**src/sv/idt_pkg.sv**
```systemverilog
// Shared types, constants and helpers of the integer to decimal text formatter.
// Used by the channel interfaces and by the top level; depends on nothing else.
package idt_pkg;

	localparam int VALUE_W      = 32;
	localparam int CHAR_W       = 8;
	localparam int DIGIT_W      = 4;
	localparam int NUM_DIGITS   = 10;
	localparam int DIGIT_STAGES = NUM_DIGITS - 1;
	localparam int NUM_SLOTS    = 14;
	localparam int CFG_IDX_W    = 2;
	localparam int CFG_DATA_W   = 8;
	localparam int WIDTH_W      = 4;
	localparam int POW_W        = 34;

	localparam logic [CHAR_W-1:0]  CHR_ZERO   = 8'h30;
	localparam logic [CHAR_W-1:0]  CHR_MINUS  = 8'h2d;
	localparam logic [CHAR_W-1:0]  CHR_SPACE  = 8'h20;
	localparam logic [WIDTH_W-1:0] WIDTH_FULL = 4'd10;
	localparam logic [WIDTH_W-1:0] WIDTH_MAX  = 4'd9;

	// Configuration register indexes
	typedef enum logic [CFG_IDX_W-1:0] {
		REG_SIGNED_MODE = 2'd0,
		REG_MIN_WIDTH   = 2'd1,
		REG_PAD_CHAR    = 2'd2,
		REG_GROUP_SEP   = 2'd3
	} reg_idx_t;

	// Conversion stage payload: sign, running remainder, digits found so far
	typedef struct packed {
		logic                              neg;
		logic [VALUE_W-1:0]                rem;
		logic [NUM_DIGITS-1:0][DIGIT_W-1:0] dig;
	} cnv_t;

	// Power of ten for a digit position
	function automatic logic [POW_W-1:0] pow10(input int e);
		logic [POW_W-1:0] p;
		case (e)
			0:       p = 34'd1;
			1:       p = 34'd10;
			2:       p = 34'd100;
			3:       p = 34'd1000;
			4:       p = 34'd10000;
			5:       p = 34'd100000;
			6:       p = 34'd1000000;
			7:       p = 34'd10000000;
			8:       p = 34'd100000000;
			9:       p = 34'd1000000000;
			default: p = 34'd1;
		endcase
		return p;
	endfunction

	// Output slot of the digit at position e (below one billion); the
	// separator ahead of positions 8, 5 and 2 sits one slot earlier
	function automatic int digit_slot(input int e);
		int s;
		s = 13 - e - ((e >= 3) ? 1 : 0) - ((e >= 6) ? 1 : 0);
		return s;
	endfunction

endpackage

```
**src/sv/idt_in_if.sv**
```systemverilog
// Input channel of the formatter: one 32-bit value per beat.
// Depends on idt_pkg for the field width.
interface idt_in_if;
	logic                        valid;
	logic                        ready;
	logic [idt_pkg::VALUE_W-1:0] value;

	modport source (output valid, output value, input ready);
	modport sink (input valid, input value, output ready);
endinterface

```
**src/sv/idt_out_if.sv**
```systemverilog
// Output channel of the formatter: one ASCII character per beat with a last flag.
// Depends on idt_pkg for the field width.
interface idt_out_if;
	logic                       valid;
	logic                       ready;
	logic [idt_pkg::CHAR_W-1:0] character;
	logic                       last_char;

	modport source (output valid, output character, output last_char, input ready);
	modport sink (input valid, input character, input last_char, output ready);
endinterface

```
**src/sv/int_to_decimal_text_formatter.sv**
```systemverilog
// Integer to decimal text formatter. Each 32-bit value accepted on din comes
// out on dout as 1 to 14 ASCII characters, leftmost first, last_char set on
// the final one. A number's characters leave one per cycle while dout is
// ready; the character serialiser at the end sets that rate. Values enter at
// one per cycle while the pipeline has room, and pass in order through the
// registered sign stage, nine digit stages, layout stage and serialiser
// before their first character is offered. Besides the pipeline, the only
// state is four configuration registers, written through cfg_we, cfg_idx and
// cfg_wdata; the user must write them only while no number is in flight, as
// the block itself does not enforce it.
// Depends on idt_pkg, idt_in_if and idt_out_if.
module int_to_decimal_text_formatter (
	input  logic                           clk,
	input  logic                           arst_n,
	idt_in_if.sink                         din,
	idt_out_if.source                      dout,
	input  logic                           cfg_we,
	input  logic [idt_pkg::CFG_IDX_W-1:0]  cfg_idx,
	input  logic [idt_pkg::CFG_DATA_W-1:0] cfg_wdata
);

	localparam int NS = idt_pkg::NUM_SLOTS;
	localparam int ND = idt_pkg::DIGIT_STAGES;

	// Configuration registers
	logic                          signed_mode_q;
	logic [idt_pkg::WIDTH_W-1:0]   min_width_q;
	logic [idt_pkg::CHAR_W-1:0]    pad_char_q;
	logic [idt_pkg::CHAR_W-1:0]    group_sep_q;

	// Pipeline
	logic                          sgn_v_s1;
	idt_pkg::cnv_t                 sgn_s1;
	logic                          cnv_v_s [0:ND-1];
	idt_pkg::cnv_t                 cnv_s   [0:ND-1];
	idt_pkg::cnv_t                 cnv_in  [0:ND];
	logic                          adv     [0:ND];
	logic                          fmt_v_s11;
	logic [NS-1:0]                 fmt_en_s11;
	logic [NS-1:0][idt_pkg::CHAR_W-1:0] fmt_chr_s11;
	logic                          fmt_adv;

	// Serialiser
	logic [NS-1:0]                 ser_mask_q;
	logic [NS-1:0][idt_pkg::CHAR_W-1:0] ser_chr_q;
	logic [NS-1:0]                 ser_first;
	logic [NS-1:0]                 ser_rest;
	logic                          ser_last;
	logic                          ser_load;
	logic                          out_beat;

	// Layout stage signals
	logic [idt_pkg::NUM_DIGITS*idt_pkg::DIGIT_W-1:0] dflat;
	logic [idt_pkg::NUM_DIGITS-1:0] nz_at;
	logic                          big;
	logic                          wfull;
	logic [idt_pkg::WIDTH_W-1:0]   wopen;
	logic [idt_pkg::CHAR_W-1:0]    fill;
	logic [NS-1:0]                 slot_en;
	logic [NS-1:0][idt_pkg::CHAR_W-1:0] slot_chr;

	// Write configuration registers
	always_ff @(posedge clk or negedge arst_n) begin
		if (!arst_n) begin
			signed_mode_q <= 1'b1;
			min_width_q   <= '0;
			pad_char_q    <= '0;
			group_sep_q   <= '0;
		end else if (cfg_we) begin
			case (idt_pkg::reg_idx_t'(cfg_idx))
				idt_pkg::REG_SIGNED_MODE: signed_mode_q <= cfg_wdata[0];
				idt_pkg::REG_MIN_WIDTH:   min_width_q   <= cfg_wdata[idt_pkg::WIDTH_W-1:0];
				idt_pkg::REG_PAD_CHAR:    pad_char_q    <= cfg_wdata;
				idt_pkg::REG_GROUP_SEP:   group_sep_q   <= cfg_wdata;
				default: ;
			endcase
		end
	end

	// Advance chain: a stage moves when empty or when the next one moves
	assign adv[ND]   = fmt_adv;
	assign din.ready = !sgn_v_s1 || adv[0];

	// Sign stage: take the magnitude
	always_ff @(posedge clk or negedge arst_n) begin
		if (!arst_n) begin
			sgn_v_s1 <= 1'b0;
		end else if (din.ready) begin
			sgn_v_s1 <= din.valid;
		end
	end

	always_ff @(posedge clk) begin
		if (din.ready && din.valid) begin
			sgn_s1.neg <= signed_mode_q && din.value[idt_pkg::VALUE_W-1];
			sgn_s1.rem <= (signed_mode_q && din.value[idt_pkg::VALUE_W-1]) ?
				(~din.value + 32'd1) : din.value;
			sgn_s1.dig <= '0;
		end
	end

	assign cnv_in[0] = sgn_s1;

	// Digit stages: one decimal digit per stage, billions first
	for (genvar i = 0; i < ND; i++) begin : g_digit
		localparam int E = idt_pkg::NUM_DIGITS - 1 - i;
		localparam logic [idt_pkg::POW_W-1:0] POW = idt_pkg::pow10(E);
		logic [idt_pkg::POW_W-1:0]   sub;
		logic [idt_pkg::DIGIT_W-1:0] dgt;
		idt_pkg::cnv_t               nxt;
		logic                        v_in;

		assign v_in   = (i == 0) ? sgn_v_s1 : cnv_v_s[(i == 0) ? 0 : i-1];
		assign adv[i] = !cnv_v_s[i] || adv[i+1];

		// Compare against each multiple of the power and subtract the largest that fits
		always_comb begin
			sub = '0;
			dgt = '0;
			for (int k = 1; k < 10; k++) begin
				if ({2'b00, cnv_in[i].rem} >= idt_pkg::POW_W'(k) * POW) begin
					sub = idt_pkg::POW_W'(k) * POW;
					dgt = idt_pkg::DIGIT_W'(k);
				end
			end
			nxt        = cnv_in[i];
			nxt.rem    = cnv_in[i].rem - sub[idt_pkg::VALUE_W-1:0];
			nxt.dig[E] = dgt;
		end

		always_ff @(posedge clk or negedge arst_n) begin
			if (!arst_n) begin
				cnv_v_s[i] <= 1'b0;
			end else if (adv[i]) begin
				cnv_v_s[i] <= v_in;
			end
		end

		always_ff @(posedge clk) begin
			if (adv[i] && v_in) begin
				cnv_s[i] <= nxt;
			end
		end

		assign cnv_in[i+1] = cnv_s[i];
	end

	// Layout: decide which slots are shown and what each carries
	always_comb begin
		dflat = {cnv_in[ND].dig[idt_pkg::NUM_DIGITS-1:1], cnv_in[ND].rem[idt_pkg::DIGIT_W-1:0]};
		for (int e = 0; e < idt_pkg::NUM_DIGITS; e++) begin
			nz_at[e] = |(dflat >> (idt_pkg::DIGIT_W * e));
		end
		big   = nz_at[idt_pkg::NUM_DIGITS-1];
		wfull = (min_width_q == idt_pkg::WIDTH_FULL);
		if (big || wfull) begin
			wopen = idt_pkg::WIDTH_MAX;
		end else if (min_width_q <= idt_pkg::WIDTH_MAX) begin
			wopen = min_width_q;
		end else begin
			wopen = '0;
		end
		fill = (pad_char_q != '0) ? pad_char_q : idt_pkg::CHR_SPACE;

		slot_en  = '0;
		slot_chr = '0;
		slot_en[0]  = cnv_in[ND].neg;
		slot_chr[0] = idt_pkg::CHR_MINUS;
		slot_en[1]  = big || wfull;
		slot_chr[1] = big ? (idt_pkg::CHR_ZERO + {4'b0000, dflat[39:36]}) : idt_pkg::CHR_SPACE;
		for (int e = 0; e < idt_pkg::NUM_DIGITS - 1; e++) begin
			// separator once display has begun ahead of this group
			if (e == 8 || e == 5 || e == 2) begin
				slot_en[idt_pkg::digit_slot(e) - 1] = (group_sep_q != '0) &&
					((idt_pkg::WIDTH_W'(e) < wopen) || nz_at[e+1]);
				slot_chr[idt_pkg::digit_slot(e) - 1] = group_sep_q;
			end
			// units digit always shows; others inside the window or after a nonzero digit
			slot_en[idt_pkg::digit_slot(e)] = (idt_pkg::WIDTH_W'(e) < wopen) || nz_at[e] ||
				(e == 0);
			slot_chr[idt_pkg::digit_slot(e)] = (!nz_at[e] && e != 0) ? fill :
				(idt_pkg::CHR_ZERO + {4'b0000, dflat[idt_pkg::DIGIT_W*e +: idt_pkg::DIGIT_W]});
		end
	end

	assign fmt_adv = !fmt_v_s11 || ser_load;

	always_ff @(posedge clk or negedge arst_n) begin
		if (!arst_n) begin
			fmt_v_s11 <= 1'b0;
		end else if (fmt_adv) begin
			fmt_v_s11 <= cnv_v_s[ND-1];
		end
	end

	always_ff @(posedge clk) begin
		if (fmt_adv && cnv_v_s[ND-1]) begin
			fmt_en_s11  <= slot_en;
			fmt_chr_s11 <= slot_chr;
		end
	end

	// Serialiser: emit the lowest pending slot each beat
	assign ser_first = ser_mask_q & (~ser_mask_q + 14'd1);
	assign ser_rest  = ser_mask_q & (ser_mask_q - 14'd1);
	assign ser_last  = (ser_rest == '0);
	assign out_beat  = dout.valid && dout.ready;
	assign ser_load  = fmt_v_s11 && ((ser_mask_q == '0) || (out_beat && ser_last));

	always_ff @(posedge clk or negedge arst_n) begin
		if (!arst_n) begin
			ser_mask_q <= '0;
		end else if (ser_load) begin
			ser_mask_q <= fmt_en_s11;
		end else if (out_beat) begin
			ser_mask_q <= ser_rest;
		end
	end

	always_ff @(posedge clk) begin
		if (ser_load) begin
			ser_chr_q <= fmt_chr_s11;
		end
	end

	// Pick the character of the lowest pending slot
	always_comb begin
		dout.character = '0;
		for (int s = 0; s < NS; s++) begin
			if (ser_first[s]) begin
				dout.character = dout.character | ser_chr_q[s];
			end
		end
	end

	assign dout.valid     = (ser_mask_q != '0);
	assign dout.last_char = ser_last;

	// The units digit closes every number, so it is pending while a number is out
	a_units_pending: assert property (@(posedge clk) disable iff (!arst_n)
		dout.valid |-> ser_mask_q[NS-1])
		else $error("serialiser holds a number without its units digit");

	// A laid-out number always carries its units digit
	a_fmt_units: assert property (@(posedge clk) disable iff (!arst_n)
		fmt_v_s11 |-> fmt_en_s11[NS-1])
		else $error("layout stage produced a number without its units digit");

	// The input stalls only when every stage is full
	a_stall_full: assert property (@(posedge clk) disable iff (!arst_n)
		!din.ready |-> (sgn_v_s1 && cnv_v_s[0] && cnv_v_s[ND-1] && fmt_v_s11))
		else $error("input stalled with room in the pipeline");

	// With nothing waiting, the final beat empties the output
	a_drain: assert property (@(posedge clk) disable iff (!arst_n)
		(out_beat && dout.last_char && !fmt_v_s11) |=> !dout.valid)
		else $error("output stayed valid after the final character");

endmodule

```
**src/flat_wrapper.sv**
```systemverilog
// flat-port wrapper written by rule: the top's interface ports become plain ports
module int_to_decimal_text_formatter_flat 
  (clk, arst_n, cfg_we, cfg_idx, cfg_wdata, din_valid, din_value, din_ready, dout_valid, dout_character, dout_last_char, dout_ready);
  idt_in_if din_i ();
  idt_out_if dout_i ();
  input  logic clk;
  input  logic arst_n;
  input  logic cfg_we;
  input  logic [idt_pkg::CFG_IDX_W-1:0] cfg_idx;
  input  logic [idt_pkg::CFG_DATA_W-1:0] cfg_wdata;
  input wire logic [$bits(din_i.valid)-1:0] din_valid;
  input wire logic [$bits(din_i.value)-1:0] din_value;
  output wire logic [$bits(din_i.ready)-1:0] din_ready;
  output wire logic [$bits(dout_i.valid)-1:0] dout_valid;
  output wire logic [$bits(dout_i.character)-1:0] dout_character;
  output wire logic [$bits(dout_i.last_char)-1:0] dout_last_char;
  input wire logic [$bits(dout_i.ready)-1:0] dout_ready;
  assign din_i.valid = din_valid;
  assign din_i.value = din_value;
  assign din_ready = din_i.ready;
  assign dout_valid = dout_i.valid;
  assign dout_character = dout_i.character;
  assign dout_last_char = dout_i.last_char;
  assign dout_i.ready = dout_ready;
  int_to_decimal_text_formatter u_core (.clk(clk), .arst_n(arst_n), .din(din_i), .dout(dout_i), .cfg_we(cfg_we), .cfg_idx(cfg_idx), .cfg_wdata(cfg_wdata));
endmodule
```
**config.mk**
```make
export PLATFORM = sky130hd
export DESIGN_NAME = int_to_decimal_text_formatter_flat
export DESIGN_NICKNAME = d
export VERILOG_FILES = /design/src/sv/idt_pkg.sv /design/src/sv/idt_in_if.sv /design/src/sv/idt_out_if.sv /design/src/sv/int_to_decimal_text_formatter.sv /design/src/flat_wrapper.sv
export SDC_FILE = /design/constraint.sdc
export NUM_CORES = 1
export LEC_CHECK = 0
export ABC_AREA = 0
export BUFFER_PORTS_ARGS = -buffer_cell sky130_fd_sc_hd__buf_2
export CELL_PAD_IN_SITES_DETAIL_PLACEMENT = 0
export CELL_PAD_IN_SITES_GLOBAL_PLACEMENT = 2
export CORE_MARGIN = 4
export CORE_UTILIZATION = 25
export CTS_CLUSTER_DIAMETER = 50
export DETAILED_ROUTE_END_ITERATION = 8
export GPL_TIMING_DRIVEN = 0
export PLACE_DENSITY = 0.5
export SKIP_CTS_REPAIR_TIMING = 1
export SLEW_MARGIN = 20
export SYNTH_ARGS = -nofsm -noshare
export SYNTH_HDL_FRONTEND = slang
export SYNTH_SLANG_ARGS = --single-unit
export TNS_END_PERCENT = 50
```
**constraint.sdc**
```tcl
create_clock -name clk -period 8.33 [get_ports clk]
set_clock_uncertainty 0.05 [all_clocks]
set_input_delay 1.2495 -clock clk [delete_from_list [all_inputs] [get_ports clk]]
set_output_delay 1.2495 -clock clk [all_outputs]
set_load 0.01 [all_outputs]
```
==> impl_metrics.toml <==
[setup_path]
critPathMaxStageDelay_ns = 0.68
r2r_start = "u_core.cnv_s[0][494]"
crit_arrival_ns = 6.55
path_common_cell = "nand2_1"
cp-end-kind = "register"
rrSetupSlack_ns = 2.14
path_max_fanout = 8
crit_required_ns = 8.69
path_cells = "or4_4, or4b_4, or3_1, or3_4, nor3b_4, o21a_2, nand2_1, nand2_1, ha_1, inv_1, fa_1, a21o_1, a21oi_1, nor2b_1, o21a_1, o41ai_1, nand2_1, nor4_1, xor2_1"
worst_path_max_delay_cell = "o41ai_1"
rr_endpoint = "u_core.cnv_s[0][577]"
crit_type = "register to register"
r2r_cells = 19
crit_path_start_kind = "register"

[route]
drcViolationCount = 0
detail-route-antenna-nets = 0
vias = 23931
viasPerCell = 4.70
drt-initial-drc-count = 1348
wl_mm = 93.4
wl_per_cell_um = 18.3
firstDrtPassIters = 5

[clock_tree]
insertion_delay_ns = 0.70
cts_root_buffer = "clkbuf_16"
cts-htree-levels = 3
clockBufferDepth = 3
cts_sinks = 692
path_clk_slew_ns = 0.06
numCtsBuffers = 95
cts_tree = "done"

[final_layout]
drive_gt1_frac = 0.0997
final_util = 0.299
area.growth.synth_to_final_pct = 18.6
mostFrequentLayoutCell = "edfxtp_1"
fillCellCount = 14263
layout_common_cells = "edfxtp_1, nor2_1, nand2_1"
finish.instance_area_sq_um = 41700
fin_nets = 3327
n_antenna_cell = 0

[floorplanning]
die_h_um = 383
dieWidth_um = 383
ios = 58
die_area_sq_um = 147000
start_util = 0.252
core_sq_um = 140000
fp-row-count = 137

[global_routing]
grt_overflow = 0
grtUsageMet1 = 0.172
grt_use_total = 0.126
grt_use_met2 = 0.210
gr-max-usage-layer = "met2"
grt_pass1_wl_mm = 146
grt_use_met3 = 0.0199
antenna_found_initial = 2
grt_max_degree = 71
first_global_vias = 24132

[min_path]
hp-class = "register to register"
min_to = "u_core.cnv_s[0][394]"
hold_depth = 0
min-delay-start = "u_core.cnv_s[0][321]"

[timing]
slew-limit-headroom = 0.237
fin_crit_sh = 0.743
slew_violations = 0
hold_violations = 0
rsz0062_at_grt = "no"
max_freq_ghz = 0.161
setup_viol = 0
fin_crit_ns = 6.19
worst_slew_pin_slew_ns = 1.13

[status]
outcome = "completed"

[pwr]
irDropWorstVdd_uv = 164
powerDensity_nw_per_um2 = 343
p_leak_nw = 14.2

[run]
cap_violations = 0

[yosys]
async_reset_ff_frac = 0.0665
syn_avg_cell_area_sq_um = 11.8
netlist_area_sq_um = 35100
ys.flop_type = "edfxtp_1"
synth_warnings = 0
yosysUniqueCellTypes = 87
syn_inst = 2966
synth_edf_count = 646
synth.net_count = 3150
synth.ff_latch_count = 692
ys_seq_area_frac = 0.585

[placement]
place_area_sq_um = 38400
portBuffers = 57
place_hpwl_mm = 71.2
gp_congestion = 0.798
[synth_stat cells (9+ instances only)]
cell type,number,share of area
or3_1,42,0.0075
nor3_1,78,0.011
o31ai_1,30,0.0064
nand3b_1,13,0.0028
a31oi_1,27,0.0048
nand2b_1,43,0.0077
nand4_1,26,0.0046
o21bai_1,23,0.0049
a211o_1,14,0.0035
a31o_2,9,0.0022
edfxtp_1,646,0.55
a21oi_1,187,0.027
nor2b_1,36,0.0064
xnor2_1,119,0.030
inv_1,111,0.012
ha_1,128,0.046
and2_1,33,0.0059
a221o_1,13,0.0037
nand3_1,71,0.010
a21o_1,76,0.016
a211oi_1,20,0.0043
a311oi_1,9,0.0022
dfrtp_1,45,0.032
fa_1,9,0.0051
a41oi_1,12,0.0030
clkbuf_1,84,0.0090
nor4_1,66,0.012
and3_1,23,0.0041
nor2_1,215,0.023
or2_2,19,0.0034
a22oi_1,9,0.0019
a221oi_1,9,0.0022
o41ai_1,10,0.0025
o21ai_0,157,0.022
mux2_2,22,0.0071
o211ai_1,19,0.0041
a21boi_0,15,0.0032
xor2_1,93,0.023
nand2_1,205,0.022
or4_1,19,0.0041
a22o_1,11,0.0027
o21a_1,50,0.011
[metrics by stage]
stage,hold slack [ns],std cells,power [mW],TNS (ns),worst slack (ns)
3_5_place_dp,0.355,4922,10.4,0,2.05
6_report,0.335,5097,14.3,0,2.14
2_1_floorplan,0.350,2966,8.70,0,0.886
3_3_place_gp,0.350,4899,10.3,-339.55,-2.82
5_1_grt,0.333,5097,15.3,0,1.72
4_1_cts,0.332,5097,14.6,0,2.03
[how the worst max path moves through the flow]
stage	from	endpoint	slack (ns)	depth (start not counted)
2_1_floorplan	u_core.ser_mask_q[3]	u_core.fmt_chr_s11[100]	0.89	7
3_3_place_gp	u_core.ser_mask_q[3]	u_core.fmt_chr_s11[106]	-2.82	7
3_5_place_dp	u_core.cnv_s[0][497]	u_core.cnv_s[0][577]	2.05	19
4_1_cts	u_core.cnv_s[0][497]	u_core.cnv_s[0][577]	2.03	19
5_1_grt	u_core.cnv_s[0][428]	u_core.cnv_s[0][497]	1.72	20
6_report	u_core.cnv_s[0][494]	u_core.cnv_s[0][577]	2.14	19
[routing by layer]
metal	part of all wire	vias to the layer above
met5	0	-
met4	0.022	0
met3	0.033	113
met2	0.47	367
met1	0.47	11748
li1	-	11703
[where the power goes]
part / switching [mW] / internal [mW] / leakage [nW]
clock: 1.62 / 2.44 / 1.55
combinational: 2.70 / 1.71 / 6.46
sequential: 0.651 / 5.20 / 6.20
[kinds of logic (layout without fill, tap and decap cells)]
| group | after synthesis | in the layout | synth area share |
|---|---|---|---|
| AO/OA/AOI/OAI | 774 | 774 | 0.148 |
| XOR/XNOR | 212 | 212 | 0.0528 |
| AND/OR/NAND/NOR | 920 | 920 | 0.133 |
| adder cells (fa/ha/maj) | 140 | 140 | 0.0516 |
| flip-flops | 692 | 692 | 0.585 |
| buffers and inverters | 203 | 458 | 0.0219 |
| multiplexers | 25 | 25 | 0.00791 |
[state kept, by name (all words and copies together), names as in the netlist]
name / count
u_core.cnv_v_s: 1
u_core.cnv_s: 440
u_core.ser_chr_q: 80
u_core.fmt_chr_s11: 80
u_core.min_width_q: 4
u_core.signed_mode_q: 1
u_core.pad_char_q: 8
u_core.fmt_en_s11: 13
u_core.ser_mask_q: 14
u_core.cnv_in: 33
u_core.fmt_v_s11: 1
u_core.group_sep_q: 8
u_core.g_digit.v_in: 9
[area by class of cell]
cell class | instances | area, sq um | share of cell area
inverter | 112 | 425 | 0.0102
buffer | 91 | 350 | 0.00840
multi-input combinational | 2071 | 13900 | 0.334
clock buffer | 108 | 2450 | 0.0587
sequential | 692 | 20600 | 0.493
tap | 1876 | 2350 | 0.0563
clock inverter | 67 | 805 | 0.0193
timing repair buffer | 80 | 816 | 0.0196
[worst max-delay path, delay by kind of cell, from the launching register on]
kind | cells | cell delay [ns]
flip-flops | 1 | 0.46
XOR/XNOR | 1 | 0.11
AND/OR/NAND/NOR | 10 | 3.17
AO/OA/AOI/OAI | 5 | 1.51
buffers and inverters | 1 | 0.05
adder cells (fa/ha/maj) | 2 | 0.58
(Power assumes the default switching activity.)
